===== src/rtl/core/pcxrle_pkg.sv =====
// Shared types, constants and helpers for the PCX run-length palette decoder.
// Used by every module under rtl/core but pcxrle_ram; depends on nothing else.
`default_nettype none

package pcxrle_pkg;

   localparam int PALETTE_ENTRIES = 256;
   localparam int PALETTE_WIDTH   = 24;
   localparam int PAL_ADDR_W      = $clog2(PALETTE_ENTRIES);
   localparam int MAX_RUN         = 63;
   localparam int RUN_W           = $clog2(MAX_RUN + 1);

   localparam int REQ_TDATA_W = 40;
   localparam int RSP_TDATA_W = 104;
   localparam int CSR_INDEX_W = 3;
   localparam int CSR_DATA_W  = 19;

   // Configuration register indexes.
   localparam logic [CSR_INDEX_W-1:0] CSR_IMAGE_WIDTH     = 3'd0;
   localparam logic [CSR_INDEX_W-1:0] CSR_IMAGE_HEIGHT    = 3'd1;
   localparam logic [CSR_INDEX_W-1:0] CSR_SRC_LINE_BYTES  = 3'd2;
   localparam logic [CSR_INDEX_W-1:0] CSR_PIXEL_FORMAT    = 3'd3;
   localparam logic [CSR_INDEX_W-1:0] CSR_DEST_LINE_BYTES = 3'd4;

   // Pixel formats.
   localparam logic [1:0] FMT_RGB565 = 2'd0;
   localparam logic [1:0] FMT_BGR    = 2'd1;
   localparam logic [1:0] FMT_RGB0   = 2'd2;
   localparam logic [1:0] FMT_BAD    = 2'd3;

   typedef enum logic [1:0] {
      FUNC_PALETTE = 2'd0,
      FUNC_START   = 2'd1,
      FUNC_DATA    = 2'd2,
      FUNC_END     = 2'd3
   } func_type;

   typedef enum logic [1:0] {
      KIND_PIXEL = 2'd0,
      KIND_DONE  = 2'd1,
      KIND_ERROR = 2'd2
   } kind_type;

   typedef enum logic [2:0] {
      STAT_NONE       = 3'd0,
      STAT_BAD_GEOM   = 3'd1,
      STAT_ZERO_RUN   = 3'd2,
      STAT_OVERRUN    = 3'd3,
      STAT_EXTRA_DATA = 3'd4,
      STAT_CUT_RUN    = 3'd5,
      STAT_EARLY_END  = 3'd6
   } status_type;

   typedef enum logic [1:0] {
      S_IDLE   = 2'd0,
      S_EXPAND = 2'd1,
      S_FLUSH  = 2'd2
   } state_type;

   typedef struct packed {
      logic [16:0] image_width;
      logic [16:0] image_height;
      logic [15:0] src_line_bytes;
      logic [1:0]  pixel_format;
      logic [18:0] dest_line_bytes;
      logic        geom_bad;
   } cfg_type;

   typedef struct packed {
      kind_type    kind;
      logic [31:0] pixel_bytes;
      logic [2:0]  byte_count;
      logic [15:0] row;
      logic [15:0] column;
      logic [31:0] byte_offset;
      status_type  status;
      logic        last;
   } rsp_type;

   // Bytes per destination pixel; the unused format code behaves as RGB0.
   function automatic logic [2:0] dest_pixel_bytes(input logic [1:0] fmt);
      logic [2:0] bpp;
      case (fmt)
         FMT_RGB565: bpp = 3'd2;
         FMT_BGR:    bpp = 3'd3;
         default:    bpp = 3'd4;
      endcase
      return bpp;
   endfunction

endpackage

`default_nettype wire


===== src/rtl/core/pcxrle_csr.sv =====
// Configuration registers of the decoder and the image geometry check.
// Depends on pcxrle_pkg.
`default_nettype none

module pcxrle_csr (
   input  wire logic                                 clock,
   input  wire logic                                 reset,
   input  wire logic                                 csr_valid,
   output logic                                      csr_ready,
   input  wire logic [pcxrle_pkg::CSR_INDEX_W-1:0]   csr_index,
   input  wire logic [pcxrle_pkg::CSR_DATA_W-1:0]    csr_data,
   output pcxrle_pkg::cfg_type                       cfg
);

   logic [16:0] width_ff;
   logic [16:0] height_ff;
   logic [15:0] src_ff;
   logic [1:0]  fmt_ff;
   logic [18:0] dest_ff;
   logic [18:0] row_bytes;
   logic        geom_bad;

   assign csr_ready = 1'b1;

   always_ff @(posedge clock) begin
      if (reset) begin
         width_ff  <= 17'd1;
         height_ff <= 17'd1;
         src_ff    <= 16'd1;
         fmt_ff    <= pcxrle_pkg::FMT_RGB0;
         dest_ff   <= 19'd4;
      end else if (csr_valid) begin
         unique case (csr_index)
            pcxrle_pkg::CSR_IMAGE_WIDTH:     width_ff  <= csr_data[16:0];
            pcxrle_pkg::CSR_IMAGE_HEIGHT:    height_ff <= csr_data[16:0];
            pcxrle_pkg::CSR_SRC_LINE_BYTES:  src_ff    <= csr_data[15:0];
            pcxrle_pkg::CSR_PIXEL_FORMAT:    fmt_ff    <= csr_data[1:0];
            pcxrle_pkg::CSR_DEST_LINE_BYTES: dest_ff   <= csr_data;
            default: ;
         endcase
      end
   end

   // Width in destination bytes; at most 131071 times four, so 19 bits suffice.
   always_comb begin
      case (fmt_ff)
         pcxrle_pkg::FMT_RGB565: row_bytes = {1'b0, width_ff, 1'b0};
         pcxrle_pkg::FMT_BGR:    row_bytes = {1'b0, width_ff, 1'b0} + {2'b00, width_ff};
         default:                row_bytes = {width_ff, 2'b00};
      endcase
   end

   always_comb begin
      geom_bad = (width_ff == 17'd0) || (width_ff[16] && (width_ff[15:0] != 16'd0)) ||
                 (height_ff == 17'd0) || (height_ff[16] && (height_ff[15:0] != 16'd0)) ||
                 (src_ff == 16'd0) || ({1'b0, src_ff} < width_ff) ||
                 (fmt_ff == pcxrle_pkg::FMT_BAD) || (row_bytes > dest_ff);
   end

   always_comb begin
      cfg.image_width     = width_ff;
      cfg.image_height    = height_ff;
      cfg.src_line_bytes  = src_ff;
      cfg.pixel_format    = fmt_ff;
      cfg.dest_line_bytes = dest_ff;
      cfg.geom_bad        = geom_bad;
   end

endmodule

`default_nettype wire


===== config.mk =====
export PLATFORM = sky130hd
export DESIGN_NAME = pcxrle_csr
export DESIGN_NICKNAME = d
export VERILOG_FILES = /design/src/rtl/core/pcxrle_pkg.sv /design/src/rtl/core/pcxrle_csr.sv
export SDC_FILE = /design/constraint.sdc
export NUM_CORES = 1
export LEC_CHECK = 0
export BUFFER_PORTS_ARGS = -buffer_cell sky130_fd_sc_hd__clkbuf_2
export CAP_MARGIN = 20
export CORE_MARGIN = 2
export CORE_UTILIZATION = 60
export CTS_CLUSTER_DIAMETER = 200
export DETAILED_ROUTE_END_ITERATION = 10
export GPL_TIMING_DRIVEN = 0
export PLACE_DENSITY = 0.95
export SLEW_MARGIN = 40
export SYNTH_ARGS = -nofsm -noshare
export SYNTH_HDL_FRONTEND = slang
export SYNTH_SLANG_ARGS = --single-unit

===== constraint.sdc =====
create_clock -name clock -period 7.3 [get_ports clock]
set_input_delay 0.365 -clock clock [delete_from_list [all_inputs] [get_ports clock]]
set_output_delay 0.365 -clock clock [all_outputs]
set_load 0.01 [all_outputs]

==> flow_summary.json <==
{
  "core_area_um2": 7610,
  "hold_path_class": "in2reg",
  "cp.required_ps": 6930,
  "worst_slack_ps": 2620,
  "dp_hpwl_um": 11000,
  "synth-seq-cells": 71,
  "hold_viol_final": 0,
  "antenna_left": 0,
  "syn_area_per_cell_um2": 7.48,
  "peakVddDrop_mv": 0.149,
  "p_leak_nw": 2.42,
  "place.gp.congestion": 0.993,
  "antenna_cells": 0,
  "wl_per_cell_um": 17.5,
  "grt_pass1_wl_um": 23000,
  "mostFrequentLayoutCell": "nand2_1",
  "cts.repair.resized": 0,
  "cts_hold_repair.buffers": 0,
  "timing.rr.start": "fmt_ff[0]$_SDFFE_PP0P_",
  "grt_usage_pct": 34.4,
  "final_area_um2": 5460,
  "cap_violations": 0,
  "placed_area_um2": 5230,
  "finalCoreUtilization_pct": 71.8,
  "synth.distinct_cells": 54,
  "crit_arrival_ps": 4310,
  "fmaxAchievable_ghz": 0.214,
  "finalSetupTns_ps": 0,
  "synth-edff-count": 0,
  "yosys_warnings": 0,
  "route.detailed.drc": 0,
  "final_cell_mix": "nand2_1 (167), clkbuf_2 (95), a21oi_1 (87)",
  "cp-start-kind": "register",
  "row_count": 32,
  "grt_pass1_vias": 4876,
  "cts.sinks": 71,
  "drt_iter0_drc": 478,
  "cts_tree": "yes",
  "hp-start": "csr_data[17]",
  "ios": 98,
  "power_density_nw_per_um2": 163,
  "tritoncts.num_buffers": 9,
  "syn-instance-count": 619,
  "nNetsFinal": 810,
  "clkTransAtPathRegs_ps": 70,
  "finalMaxSlewViolations": 0,
  "critPathMaxFanout": 8,
  "die_h_um": 91.8,
  "drive_above_1_share_pct": 17.7,
  "dr_total_vias": 5043,
  "clockBufferDepth": 2,
  "area_growth_pct": 18.0,
  "skew_ps": 0,
  "finalPower_mw": 0.892,
  "drt_first_pass_iters": 6,
  "reg2regPathDepth": 4,
  "reg2reg_slack_ps": 5680,
  "end_kind": "output port",
  "final.fill_count": 561,
  "tightest_slew_ps": 677,
  "synthesis.area_um2": 4630,
  "fin_crit_sh_pct": 64.1,
  "relSlewSlack_pct": 54.9,
  "antenna_found_initial": 0,
  "status": "finished, final reports clean",
  "htreeDepth": 3,
  "dpl_worst_slack_ps": 3070,
  "fin_crit_ps": 4680,
  "port_buffers": 95,
  "critical_path_class": "reg2out",
  "dp_cells": 816,
  "die_w_um": 91.8,
  "drt-total-wl_um": 14600,
  "async_flop_share_pct": 0,
  "whs_path_depth": 3,
  "whs_endpoint": "dest_ff[17]$_SDFFE_PP0P_",
  "grt_max_degree": 12,
  "seqCellArea_um2": 1420,
  "via_per_inst": 6.07,
  "ys_seq_area_share_pct": 30.7,
  "cts-root-buf": "clkbuf_8",
  "hold_slack_ps": 238,
  "synth.net_count": 704,
  "layoutNonFillerInstCount": 831,
  "clock_latency_ps": 350,
  "setup_viol": 0,
  "ys.flop_type": "dfxtp_1",
  "multi_input_area_um2": 2940,
  "reg2reg_to": "fmt_ff[0]$_SDFFE_PP0P_",
  "gr-total-overflow": 0,
  "cts_setup_buffers": 0,
  "rsz0062_at_grt": "no",
  "start_util_pct": 60.8,
  "dieArea_um2": 8430
}
[synthesized netlist by cell type (all sizes together), types with 2 or more instances]
cell type | n | area share, %
nand2 | 168 | 14
a21oi | 88 | 9.6
dfxtp | 71 | 31
ha | 59 | 16
inv | 37 | 3.0
o21ai | 27 | 3.0
nor2 | 22 | 1.8
clkbuf | 21 | 1.7
a21o | 13 | 2.2
a211oi | 11 | 1.9
buf | 9 | 0.97
mux2i | 9 | 1.9
nand3 | 9 | 0.97
nand4 | 9 | 1.2
nor4 | 8 | 1.1
xnor2 | 7 | 1.3
xor2 | 6 | 1.1
nor3 | 5 | 0.65
a211o | 3 | 0.57
and3 | 3 | 0.41
nand2b | 3 | 0.41
nand3b | 3 | 0.49
o211ai | 3 | 0.59
o311ai | 3 | 0.57
nor2b | 2 | 0.27
o21bai | 2 | 0.32
or2 | 2 | 0.27
[layout make-up]
cell class	count	area share (%)
repair buffers	95	8.71
well taps	102	2.34
clock buffers	12	3.02
clock inverters	3	1.19
inverters	37	2.54
flip-flops and latches	71	26.0
multi-input cells	481	53.9
plain buffers	30	2.27
[cell families after synthesis]
kind of cell               share of synthesized area, %
xor gates and xnor gates                           2.46
buffers and inverters                              5.68
DFF                                                30.7
other                                            0.0810
adders and majority gates                          16.4
muxes                                              2.19
and+or+nand+nor                                    21.7
AOI/OAI and AO/OA                                  20.8
[critical path, cell delays in order, from the launching register on]
cell	delay [ps]
dfxtp_1	420
ha_1	260
fa_1	440
a211oi_2	360
o211ai_2	150
a41oi_2	320
o21ai_2	130
xnor2_1	190
mux2i_1	90
o21ai_0	270
ha_1	300
nand2_1	80
o21ai_0	90
a221oi_1	260
o21ai_0	120
o21ai_0	120
nand3_1	100
buf_4	150
clkbuf_2	120
[registers in the layout (all words and copies together) (netlist names)]
name / count
fmt_ff: 2
src_ff: 16
height_ff: 17
width_ff: 17
dest_ff: 19
[layer usage]
metal	part of all wire (%)	vias to the layer above	GRT usage [%]	routed length, um
met2	47	330	58.2	6890
met3	9.8	89	6.08	1430
met4	5.6	0	20.8	814
li1	-	2337	-	-
met1	37	2287	40.6	5420
met5	0	-	0	0
[where the power goes]
part	switching, mW	internal [mW]	total (mW)	leakage [nW]
clock	0.140	0.218	0.358	0.118
sequential	0.0111	0.396	0.407	0.575
combinational	0.0785	0.0489	0.127	1.72
[how the worst max path moves through the flow]
| stage | cells after the start | to | start | slack (ps) |
|---|---|---|---|---|
| 4_1_cts | 18 | cfg[0] | width_ff[1]$_SDFFE_PP0P_ | 2670 |
| 2_1_floorplan | 16 | cfg[0] | width_ff[1]$_SDFFE_PP0P_ | 3610 |
| 5_1_grt | 18 | cfg[0] | width_ff[1]$_SDFFE_PP0P_ | 2370 |
| 3_3_place_gp | 17 | cfg[0] | width_ff[1]$_SDFFE_PP0P_ | 3150 |
| 3_5_place_dp | 18 | cfg[0] | width_ff[11]$_SDFFE_PP0P_ | 3070 |
| 6_report | 18 | cfg[0] | width_ff[1]$_SDFFE_PP0P_ | 2620 |
(Power assumes the default switching activity.)
